===== src/hw/rtl/wpsd_pkg.sv =====
// shared constants and types of the windowed peak/valley step detector
// used by wpsd_scan and windowed_peak_step_detector_core
`default_nettype none

package wpsd_pkg;

	localparam int HALF_WINDOW = 12;
	localparam int WIN_LEN     = 2 * HALF_WINDOW;
	localparam int ADDR_W      = $clog2(WIN_LEN);
	localparam int CNT_W       = $clog2(WIN_LEN + 1);
	localparam int IDX_W       = $clog2(HALF_WINDOW);
	localparam int SMP_W       = 16;
	localparam int SENS_W      = 12;
	localparam int THR_W       = 17;
	localparam int CMP_W       = THR_W + 2;
	localparam int BATCH_W     = 8;
	localparam int SMOOTH_LAG  = 3;
	localparam logic [SENS_W-1:0] SENS_RESET = SENS_W'(150);

	typedef struct packed {
		logic              valid;
		logic              half;
		logic              last;
		logic [IDX_W-1:0]  idx;
		logic [ADDR_W-1:0] addr;
	} scan_ctl_t;

	typedef struct packed {
		logic              en;
		logic [ADDR_W-1:0] addr;
		logic [SMP_W-1:0]  data;
	} wb_t;

endpackage

`default_nettype wire


===== src/hw/rtl/wpsd_scan.sv =====
// smoothing filter and peak/valley tracker over one window walk
// depends on wpsd_pkg; fed with registered memory read data by the top level
`default_nettype none

module wpsd_scan (
	input  logic                                    clk,
	input  logic                                    arst_n,
	input  wpsd_pkg::scan_ctl_t                     ctl_s1,
	input  logic signed [wpsd_pkg::SMP_W-1:0]       rd_data_s1,
	input  logic signed [wpsd_pkg::CMP_W-1:0]       up,
	input  logic signed [wpsd_pkg::CMP_W-1:0]       down,
	output logic signed [wpsd_pkg::SMP_W-1:0]       peak,
	output logic signed [wpsd_pkg::SMP_W-1:0]       valley,
	output logic                                    done,
	output wpsd_pkg::wb_t                           wb
);

	localparam int SUM_W = wpsd_pkg::SMP_W + 2;

	logic signed [wpsd_pkg::SMP_W-1:0] tap1_q, tap2_q, tap3_q;
	logic signed [SUM_W-1:0]           sum;
	logic signed [SUM_W-1:0]           sum_adj;
	logic signed [wpsd_pkg::SMP_W-1:0] smooth;
	logic signed [wpsd_pkg::SMP_W-1:0] sm_s2;
	wpsd_pkg::scan_ctl_t               ctl_s2;
	logic signed [wpsd_pkg::CMP_W-1:0] sm_ext;
	logic signed [wpsd_pkg::SMP_W-1:0] peak_q, valley_q;
	logic                              done_q;

	// four-tap average of original values, truncated toward zero; raw at idx < 3
	always_comb begin
		sum = SUM_W'(rd_data_s1) + SUM_W'(tap1_q) + SUM_W'(tap2_q) + SUM_W'(tap3_q);
		sum_adj = sum + (sum[SUM_W-1] ? SUM_W'(3) : SUM_W'(0));
		if (ctl_s1.idx < wpsd_pkg::IDX_W'(wpsd_pkg::SMOOTH_LAG)) begin
			smooth = rd_data_s1;
		end else begin
			smooth = sum_adj[SUM_W-1:2];
		end
	end

	always_ff @(posedge clk) begin
		if (ctl_s1.valid) begin
			tap1_q <= rd_data_s1;
			tap2_q <= tap1_q;
			tap3_q <= tap2_q;
		end
		sm_s2 <= smooth;
	end

	always_ff @(posedge clk or negedge arst_n) begin
		if (!arst_n) begin
			ctl_s2 <= '0;
			done_q <= 1'b0;
		end else begin
			ctl_s2 <= ctl_s1;
			done_q <= ctl_s2.valid && ctl_s2.last;
		end
	end

	assign sm_ext = wpsd_pkg::CMP_W'(sm_s2);

	// first half tracks the peak, second half the valley
	always_ff @(posedge clk) begin
		if (ctl_s2.valid && !ctl_s2.half) begin
			if (ctl_s2.idx == '0) begin
				peak_q <= sm_s2;
			end else if (sm_s2 > peak_q && sm_ext > up) begin
				peak_q <= sm_s2;
			end
		end
		if (ctl_s2.valid && ctl_s2.half) begin
			if (ctl_s2.idx == '0) begin
				valley_q <= sm_s2;
			end else if (sm_s2 < valley_q && sm_ext < down) begin
				valley_q <= sm_s2;
			end
		end
	end

	// smoothed second half goes back to the store
	always_comb begin
		wb.en   = ctl_s2.valid && ctl_s2.half;
		wb.addr = ctl_s2.addr;
		wb.data = sm_s2;
	end

	assign peak   = peak_q;
	assign valley = valley_q;
	assign done   = done_q;

endmodule

`default_nettype wire


===== src/hw/rtl/windowed_peak_step_detector_core.sv =====
// top level of the windowed peak/valley step detector: sample store and control
// depends on wpsd_pkg and wpsd_scan
//
// Input channel (in_valid/in_stall, sample, batch_end) takes one acceleration
// sample per transfer; every sample yields exactly one result on the output
// channel (out_valid/out_stall, window_done, step_found, batch_steps).
// Samples go into a 24-entry store. A sample that does not fill the window
// gives its result through the pending and output registers, and the next
// sample is taken once the pending register is free. The sample that fills
// the window starts a walk over the store, one read per cycle through its
// single read port; in_stall is held high until the pending register is free.
// The smoothed second half is written back in place and the two halves swap
// roles through a base pointer, so no copy is needed.
// One result may wait in a pending register while the output register is
// stalled; after that in_stall rises until the receiver takes a transfer.
// The user must write sensitivity (cfg_wr_en/cfg_wr_data) only while the block
// is idle, not enforced by the block. Reset clears the fill count, threshold,
// batch counter and handshake state (not the store); sensitivity goes to 150.
`default_nettype none

module windowed_peak_step_detector_core (
	input  logic                                clk,
	input  logic                                arst_n,
	input  logic                                cfg_wr_en,
	input  logic [wpsd_pkg::SENS_W-1:0]         cfg_wr_data,
	input  logic                                in_valid,
	output logic                                in_stall,
	input  logic signed [wpsd_pkg::SMP_W-1:0]   sample,
	input  logic                                batch_end,
	output logic                                out_valid,
	input  logic                                out_stall,
	output logic                                window_done,
	output logic                                step_found,
	output logic [wpsd_pkg::BATCH_W-1:0]        batch_steps
);

	localparam logic [1:0] ST_IDLE = 2'd0;
	localparam logic [1:0] ST_SCAN = 2'd1;
	localparam logic [1:0] ST_WAIT = 2'd2;

	localparam int AW = wpsd_pkg::ADDR_W;
	localparam int CW = wpsd_pkg::CNT_W;

	logic [1:0]                        state_q;
	logic [CW-1:0]                     fill_q;
	logic                              base_q;
	logic [wpsd_pkg::THR_W-1:0]        thr_q;
	logic [wpsd_pkg::BATCH_W-1:0]      batch_q;
	logic [wpsd_pkg::SENS_W-1:0]       sens_q;
	logic                              bend_q;
	logic [AW-1:0]                     scan_k_q;

	logic signed [wpsd_pkg::SMP_W-1:0] win_mem [wpsd_pkg::WIN_LEN];
	logic signed [wpsd_pkg::SMP_W-1:0] rd_data_s1;
	logic [AW-1:0]                     rd_addr;
	logic                              mem_we;
	logic [AW-1:0]                     mem_wa;
	logic signed [wpsd_pkg::SMP_W-1:0] mem_wd;

	wpsd_pkg::scan_ctl_t               ctl_s1;
	wpsd_pkg::scan_ctl_t               ctl_next;
	wpsd_pkg::wb_t                     wb;

	logic signed [wpsd_pkg::CMP_W-1:0] up, down;
	logic signed [wpsd_pkg::SMP_W-1:0] peak, valley;
	logic                              scan_done;

	logic                              in_xfer;
	logic [CW-1:0]                     fill_next;
	logic                              win_full;
	logic signed [wpsd_pkg::THR_W-1:0] diff_s;
	logic [wpsd_pkg::THR_W-1:0]        diff;
	logic                              is_step;
	logic [wpsd_pkg::BATCH_W-1:0]      batch_inc;

	logic                              pend_set;
	logic                              pend_done, pend_step;
	logic [wpsd_pkg::BATCH_W-1:0]      pend_batch;
	logic                              pend_v_q;
	logic                              pend_done_q, pend_step_q;
	logic [wpsd_pkg::BATCH_W-1:0]      pend_batch_q;
	logic                              out_v_q;
	logic                              out_done_q, out_step_q;
	logic [wpsd_pkg::BATCH_W-1:0]      out_batch_q;
	logic                              out_load;

	function automatic logic [AW-1:0] phys_addr(input logic [AW-1:0] j, input logic base);
		logic [AW:0] sum;
		sum = {1'b0, j} + (base ? (AW+1)'(wpsd_pkg::HALF_WINDOW) : (AW+1)'(0));
		if (sum >= (AW+1)'(wpsd_pkg::WIN_LEN)) begin
			sum = sum - (AW+1)'(wpsd_pkg::WIN_LEN);
		end
		return sum[AW-1:0];
	endfunction

	assign in_stall  = (state_q != ST_IDLE) || pend_v_q;
	assign in_xfer   = in_valid && !in_stall;
	assign fill_next = fill_q + CW'(1);
	assign win_full  = fill_next == CW'(wpsd_pkg::WIN_LEN);

	assign up   = wpsd_pkg::CMP_W'(thr_q) + wpsd_pkg::CMP_W'(sens_q[wpsd_pkg::SENS_W-1:1]);
	assign down = wpsd_pkg::CMP_W'(thr_q) - wpsd_pkg::CMP_W'(sens_q[wpsd_pkg::SENS_W-1:1]);

	// store: one write port, one registered read port
	assign rd_addr = phys_addr(scan_k_q, base_q);

	always_comb begin
		if (wb.en) begin
			mem_we = 1'b1;
			mem_wa = wb.addr;
			mem_wd = wb.data;
		end else begin
			mem_we = in_xfer;
			mem_wa = phys_addr(fill_q[AW-1:0], base_q);
			mem_wd = sample;
		end
	end

	always_ff @(posedge clk) begin
		if (mem_we) begin
			win_mem[mem_wa] <= mem_wd;
		end
		rd_data_s1 <= win_mem[rd_addr];
	end

	// walk control travelling with the read data
	always_comb begin
		ctl_next.valid = state_q == ST_SCAN;
		ctl_next.half  = scan_k_q >= AW'(wpsd_pkg::HALF_WINDOW);
		ctl_next.last  = scan_k_q == AW'(wpsd_pkg::WIN_LEN - 1);
		ctl_next.addr  = rd_addr;
		if (ctl_next.half) begin
			ctl_next.idx = wpsd_pkg::IDX_W'(scan_k_q - AW'(wpsd_pkg::HALF_WINDOW));
		end else begin
			ctl_next.idx = wpsd_pkg::IDX_W'(scan_k_q);
		end
	end

	always_ff @(posedge clk or negedge arst_n) begin
		if (!arst_n) begin
			ctl_s1 <= '0;
		end else begin
			ctl_s1 <= ctl_next;
		end
	end

	wpsd_scan u_scan (
		.clk        (clk),
		.arst_n     (arst_n),
		.ctl_s1     (ctl_s1),
		.rd_data_s1 (rd_data_s1),
		.up         (up),
		.down       (down),
		.peak       (peak),
		.valley     (valley),
		.done       (scan_done),
		.wb         (wb)
	);

	// window decision
	assign diff_s    = wpsd_pkg::THR_W'(peak) - wpsd_pkg::THR_W'(valley);
	assign diff      = diff_s;
	assign is_step   = !(peak < valley) && (diff > wpsd_pkg::THR_W'(sens_q));
	assign batch_inc = (batch_q == '1) ? batch_q : batch_q + wpsd_pkg::BATCH_W'(1);

	always_comb begin
		pend_set   = 1'b0;
		pend_done  = 1'b0;
		pend_step  = 1'b0;
		pend_batch = batch_q;
		if (in_xfer && !win_full) begin
			pend_set = 1'b1;
		end else if (state_q == ST_WAIT && scan_done) begin
			pend_set  = 1'b1;
			pend_done = 1'b1;
			pend_step = is_step;
			if (is_step) begin
				pend_batch = batch_inc;
			end
		end
	end

	always_ff @(posedge clk or negedge arst_n) begin
		if (!arst_n) begin
			state_q  <= ST_IDLE;
			fill_q   <= '0;
			base_q   <= 1'b0;
			thr_q    <= '0;
			batch_q  <= '0;
			sens_q   <= wpsd_pkg::SENS_RESET;
			bend_q   <= 1'b0;
			scan_k_q <= '0;
		end else begin
			if (cfg_wr_en) begin
				sens_q <= cfg_wr_data;
			end
			case (state_q)
				ST_IDLE: begin
					if (in_xfer) begin
						bend_q <= batch_end;
						if (win_full) begin
							state_q  <= ST_SCAN;
							scan_k_q <= '0;
						end else begin
							fill_q <= fill_next;
							if (batch_end) begin
								batch_q <= '0;
							end
						end
					end
				end
				ST_SCAN: begin
					if (scan_k_q == AW'(wpsd_pkg::WIN_LEN - 1)) begin
						state_q <= ST_WAIT;
					end else begin
						scan_k_q <= scan_k_q + AW'(1);
					end
				end
				ST_WAIT: begin
					if (scan_done) begin
						state_q <= ST_IDLE;
						if (is_step) begin
							thr_q   <= diff;
							fill_q  <= '0;
							batch_q <= bend_q ? '0 : batch_inc;
						end else begin
							base_q  <= !base_q;
							fill_q  <= CW'(wpsd_pkg::HALF_WINDOW);
							if (bend_q) begin
								batch_q <= '0;
							end
						end
					end
				end
				default: begin
					state_q <= ST_IDLE;
				end
			endcase
		end
	end

	// pending result and output register
	assign out_load = !out_v_q || !out_stall;

	always_ff @(posedge clk or negedge arst_n) begin
		if (!arst_n) begin
			pend_v_q <= 1'b0;
			out_v_q  <= 1'b0;
		end else begin
			if (pend_set) begin
				pend_v_q <= 1'b1;
			end else if (out_load) begin
				pend_v_q <= 1'b0;
			end
			if (out_load) begin
				out_v_q <= pend_v_q;
			end
		end
	end

	always_ff @(posedge clk) begin
		if (pend_set) begin
			pend_done_q  <= pend_done;
			pend_step_q  <= pend_step;
			pend_batch_q <= pend_batch;
		end
		if (out_load) begin
			out_done_q  <= pend_done_q;
			out_step_q  <= pend_step_q;
			out_batch_q <= pend_batch_q;
		end
	end

	assign out_valid   = out_v_q;
	assign window_done = out_done_q;
	assign step_found  = out_step_q;
	assign batch_steps = out_batch_q;

`ifndef SYNTHESIS
	a_fill_range: assert property (@(posedge clk) disable iff (!arst_n)
		fill_q < CW'(wpsd_pkg::WIN_LEN))
		else $error("fill count out of range");

	a_wb_in_walk: assert property (@(posedge clk) disable iff (!arst_n)
		wb.en |-> (state_q == ST_SCAN || state_q == ST_WAIT))
		else $error("store write-back outside a window walk");

	a_done_in_wait: assert property (@(posedge clk) disable iff (!arst_n)
		scan_done |-> state_q == ST_WAIT)
		else $error("walk finished outside the wait state");

	a_pend_free: assert property (@(posedge clk) disable iff (!arst_n)
		pend_set |-> !pend_v_q)
		else $error("pending result overwritten");
`endif

endmodule

`default_nettype wire

===== config.mk =====
export PLATFORM = sky130hd
export DESIGN_NAME = windowed_peak_step_detector_core
export DESIGN_NICKNAME = d
export VERILOG_FILES = /design/src/hw/rtl/wpsd_pkg.sv /design/src/hw/rtl/wpsd_scan.sv /design/src/hw/rtl/windowed_peak_step_detector_core.sv
export SDC_FILE = /design/constraint.sdc
export NUM_CORES = 1
export LEC_CHECK = 0
export ABC_CLOCK_PERIOD_IN_PS = 20100
export BUFFER_PORTS_ARGS = -buffer_cell sky130_fd_sc_hd__buf_2
export CAP_MARGIN = 15
export CORE_UTILIZATION = 51
export CTS_BUF_LIST = sky130_fd_sc_hd__clkbuf_8
export DETAILED_ROUTE_END_ITERATION = 8
export PLACE_DENSITY = 0.72
export SYNTH_ARGS = -nofsm -noshare
export SYNTH_HDL_FRONTEND = slang
export SYNTH_SLANG_ARGS = --single-unit

===== constraint.sdc =====
create_clock -name clk -period 20.1 [get_ports clk]
set_input_delay 1.005 -clock clk [delete_from_list [all_inputs] [get_ports clk]]
set_output_delay 1.005 -clock clk [all_outputs]
set_load 0.02 [all_outputs]

==> impl_metrics.py <==
metrics = {
    "timing": {
        "rsz0062_at_grt": "false",
        "setup_viol": 0,
        "slew-limit-headroom_pct": 37.5,
        "fmax_mhz": 182,
        "slew_viol_final": 0,
        "fin_crit_ns": 5.50,
        "hold_slack_ns": 0.158,
        "hold_viol": 0,
        "fin_crit_sh_pct": 27.4,
        "setup_tns_ns": 0,
        "skew_ns": 0.0412,
        "tightest_slew_ns": 0.938,
    },
    "clocking": {
        "cts.sinks": 590,
        "clockBufferDepth": 3,
        "h-tree-depth": 3,
        "numCtsBuffers": 95,
        "cts.clk_slew.worst_paths_ns": 0.06,
        "cts-root-buf": "clkbuf_8",
        "cts_hold_buf": 0,
        "cts_tree": "yes",
        "cts_resized": 0,
        "clk_latency_ns": 0.71,
        "postCtsSetupBuffers": 0,
    },
    "layout": {
        "drive_gt1_share_pct": 17.7,
        "layout.nets": 2278,
        "fin_util_pct": 57.6,
        "layout.cells.non_filler": 2838,
        "area_growth_pct": 10.7,
        "diodes": 0,
        "fillCellCount": 4115,
    },
    "pwr": {
        "irDropWorstVdd_v": 0.0000771,
        "p_sw_mw": 1.59,
        "internal_power_mw": 2.72,
        "clkPwrFrac_pct": 22.8,
        "combinationalPowerShare_pct": 39.0,
        "p_leak_nw": 12.1,
        "p_sw_share_pct": 36.8,
        "p_per_area_nw_per_um2": 138,
        "seq_power_share_pct": 38.2,
        "power_mw": 4.30,
    },
    "drt": {
        "drt-total-wl_um": 61000,
        "drc": 0,
        "drt_iter0_drc": 1338,
        "vias": 16500,
        "ant_nets": 0,
        "viasPerCell": 5.83,
        "firstDrtPassIters": 5,
        "wl_per_cell_um": 21.5,
    },
    "setup_path": {
        "rrSetupSlack_ns": 14.60,
        "crit_chain": "inv_1 -> fa_1 -> fa_1 -> inv_1 -> ha_1 -> inv_1 -> fa_1 -> nor2b_1 -> o2111ai_1 -> and3b_1 -> o21ai_2 -> a21oi_1 -> xor2_1 -> ha_1 -> nand2_1 -> or3_1 -> mux2_4 -> a21o_4 -> or4_4 -> or3_1 -> o211ai_1",
        "worstPathRequired_ns": 20.71,
        "cp_data_arrival_time_ns": 6.11,
        "endpoint_kind": "flip-flop",
        "startpoint_type": "flip-flop",
        "crit_type": "reg -> reg",
        "path_buf_inv": 3,
        "slowest_stage": "fa_1",
        "path_max_fanout": 9,
        "critPathTopFamily": "adder cells",
        "slowest_delay_ns": 0.56,
    },
    "die": {
        "die_area_um2": 56300,
        "floorplan.initialDensity_pct": 52.0,
        "rows": 85,
        "die_h_um": 237,
        "io_pins": 46,
        "core_um2": 54200,
        "fp.dieW_um": 237,
    },
    "logic_synthesis": {
        "ys_top_cells_by_count": "484 x edfxtp_1, 182 x inv_1, 145 x ha_1",
        "ys.flop_type": "edfxtp_1",
        "syn_inst": 1938,
        "synth_top_area_share_pct": 51.5,
        "synth-edff-count": 484,
        "ys_seq_area_share_pct": 60.3,
        "synth.largest_area_cell": "edfxtp_1",
        "ys_seq_elements": 590,
        "syn-num-nets": 2155,
        "yosysUniqueCellTypes": 81,
        "synth_most_common_cell": "edfxtp_1",
        "async_reset_ff_share_pct": 12.5,
        "syn_area_um2": 28200,
        "yosysWarningCount": 0,
        "avgSynthCellArea_um2": 14.6,
        "synth.area.top_cells": "edfxtp_1 51%, mux4_2 8.9%, ha_1 6.4%",
    },
    "placement": {
        "place_congestion": 0.880,
        "io_buffers": 45,
        "dp_hpwl_um": 40200,
        "numPlacedInstances": 2658,
    },
    "flow_run": {
        "drv_cap": 0,
    },
    "min_path": {
        "hp-class": "in -> async",
    },
    "grt": {
        "grtUsageTotal_pct": 22.0,
        "grt_max_degree": 63,
        "grt_pass1_vias": 17000,
        "grt_pass1_wl_um": 94700,
        "overflow": 0,
        "antenna_found_initial": 1,
    },
    "outcome": {
        "outcome": "finished, final reports clean",
    },
}
[cells by family (layout without fill, tap and decap cells)]
| family | count (synthesis) | after routing | synth area share (%) |
|---|---|---|---|
| flops | 590 | 590 | 60.3 |
| mux | 170 | 170 | 11.3 |
| fa+ha+maj | 183 | 183 | 9.12 |
| xor+xnor | 72 | 72 | 2.23 |
| simple gates | 381 | 381 | 6.61 |
| buf+inv | 241 | 445 | 3.28 |
| compound gates | 301 | 301 | 7.05 |
[worst paths after layout]
path | start | to | cells after the start
worst max-delay path | rd_data_s1[1]$_DFF_P_ | u_scan.sm_s2[11]$_DFF_P_ | 21
worst min-delay path | arst_n | sens_q[3]$_DFFE_PN0P_ | 1
worst max register to register | rd_data_s1[1]$_DFF_P_ | u_scan.sm_s2[11]$_DFF_P_ | 21
worst min register to register | ctl_s1[3]$_DFF_PN0_ | u_scan.wb[19]$_DFF_PN0_ | 0
max in group asynchronous | arst_n | scan_k_q[0]$_DFFE_PN0P_ | 2
min in group clk | ctl_s1[3]$_DFF_PN0_ | u_scan.wb[19]$_DFF_PN0_ | 0
[metal layers]
layer / GRT usage (%) / vias up / share of wire, %
met1: 29.7 / 8404 / 43
met3: 3.43 / 98 / 5.4
met2: 36.5 / 474 / 49
met5: 0 / - / 0
li1: - / 7559 / -
met4: 7.53 / 0 / 2.7
[registers in the layout, summed over array words and instances (netlist names), 2 cells and up]
signal and count:
u_scan.ctl_s2 7, win_mem 384, batch_steps 8, fill_q 5, u_scan.valley 16, u_scan.tap2_q 16, rd_data_s1 16, u_scan.tap3_q 16
sens_q 12, thr_q 17, batch_q 8, state_q 2, pend_batch_q 8, ctl_s1 10, u_scan.sm_s2 16, u_scan.peak 16
u_scan.tap1_q 16, scan_k_q 5, u_scan.wb 3
[power by group through the flow]
stage	combinational, mW	clock, mW	sequential, mW
after detailed placement	1.66	0	1.67
after floorplan	1.30	0	1.59
after CTS	1.68	1.01	1.65
final	1.68	0.981	1.64
after global routing	1.85	1.05	1.66
after global placement	1.62	0	1.66
[layout by cell type (no fill, tap or decap), types with 20 or more instances in the layout]
| master | synthesis | final |
|---|---|---|
| edfxtp_1 | 484 | 484 |
| inv_1 | 182 | 219 |
| ha_1 | 145 | 144 |
| mux4_2 | 112 | 112 |
| nor2_1 | 113 | 110 |
| clkbuf_8 | 0 | 101 |
| a21oi_1 | 81 | 81 |
| nand2_1 | 81 | 81 |
| dfrtp_1 | 70 | 67 |
| o21ai_0 | 68 | 66 |
| xnor2_1 | 47 | 47 |
| buf_2 | 3 | 45 |
| fa_1 | 38 | 38 |
| buf_4 | 1 | 38 |
| dfxtp_1 | 32 | 32 |
| nand3_1 | 30 | 30 |
| nor3_1 | 27 | 27 |
| a21o_1 | 27 | 27 |
| xor2_1 | 25 | 25 |
| clkinv_1 | 0 | 25 |
| nand4_1 | 24 | 24 |
| mux2i_1 | 23 | 23 |
| nor2b_1 | 22 | 22 |
| mux2_2 | 20 | 20 |
[stage by stage]
stage / worst slack [ns] / instance area, um^2
floorplan: 13.56 / 28200
global placement: 14.77 / 29400
detailed placement: 14.62 / 29400
CTS: 14.61 / 31200
global route: 14.15 / 31300
finish: 14.60 / 31300
[cell type report]
| type | count | area [um^2] | area share, % |
|---|---|---|---|
| Inverter | 183 | 687 | 2.20 |
| Timing Repair Buffer | 84 | 531 | 1.70 |
| Clock inverter | 77 | 432 | 1.38 |
| Multi-Input combinational cell | 1107 | 10300 | 33.0 |
| Tap cell | 696 | 871 | 2.79 |
| Sequential cell | 590 | 17000 | 54.5 |
| Clock buffer | 101 | 1390 | 4.45 |
Note: power is estimated with default switching activity, not from simulation.
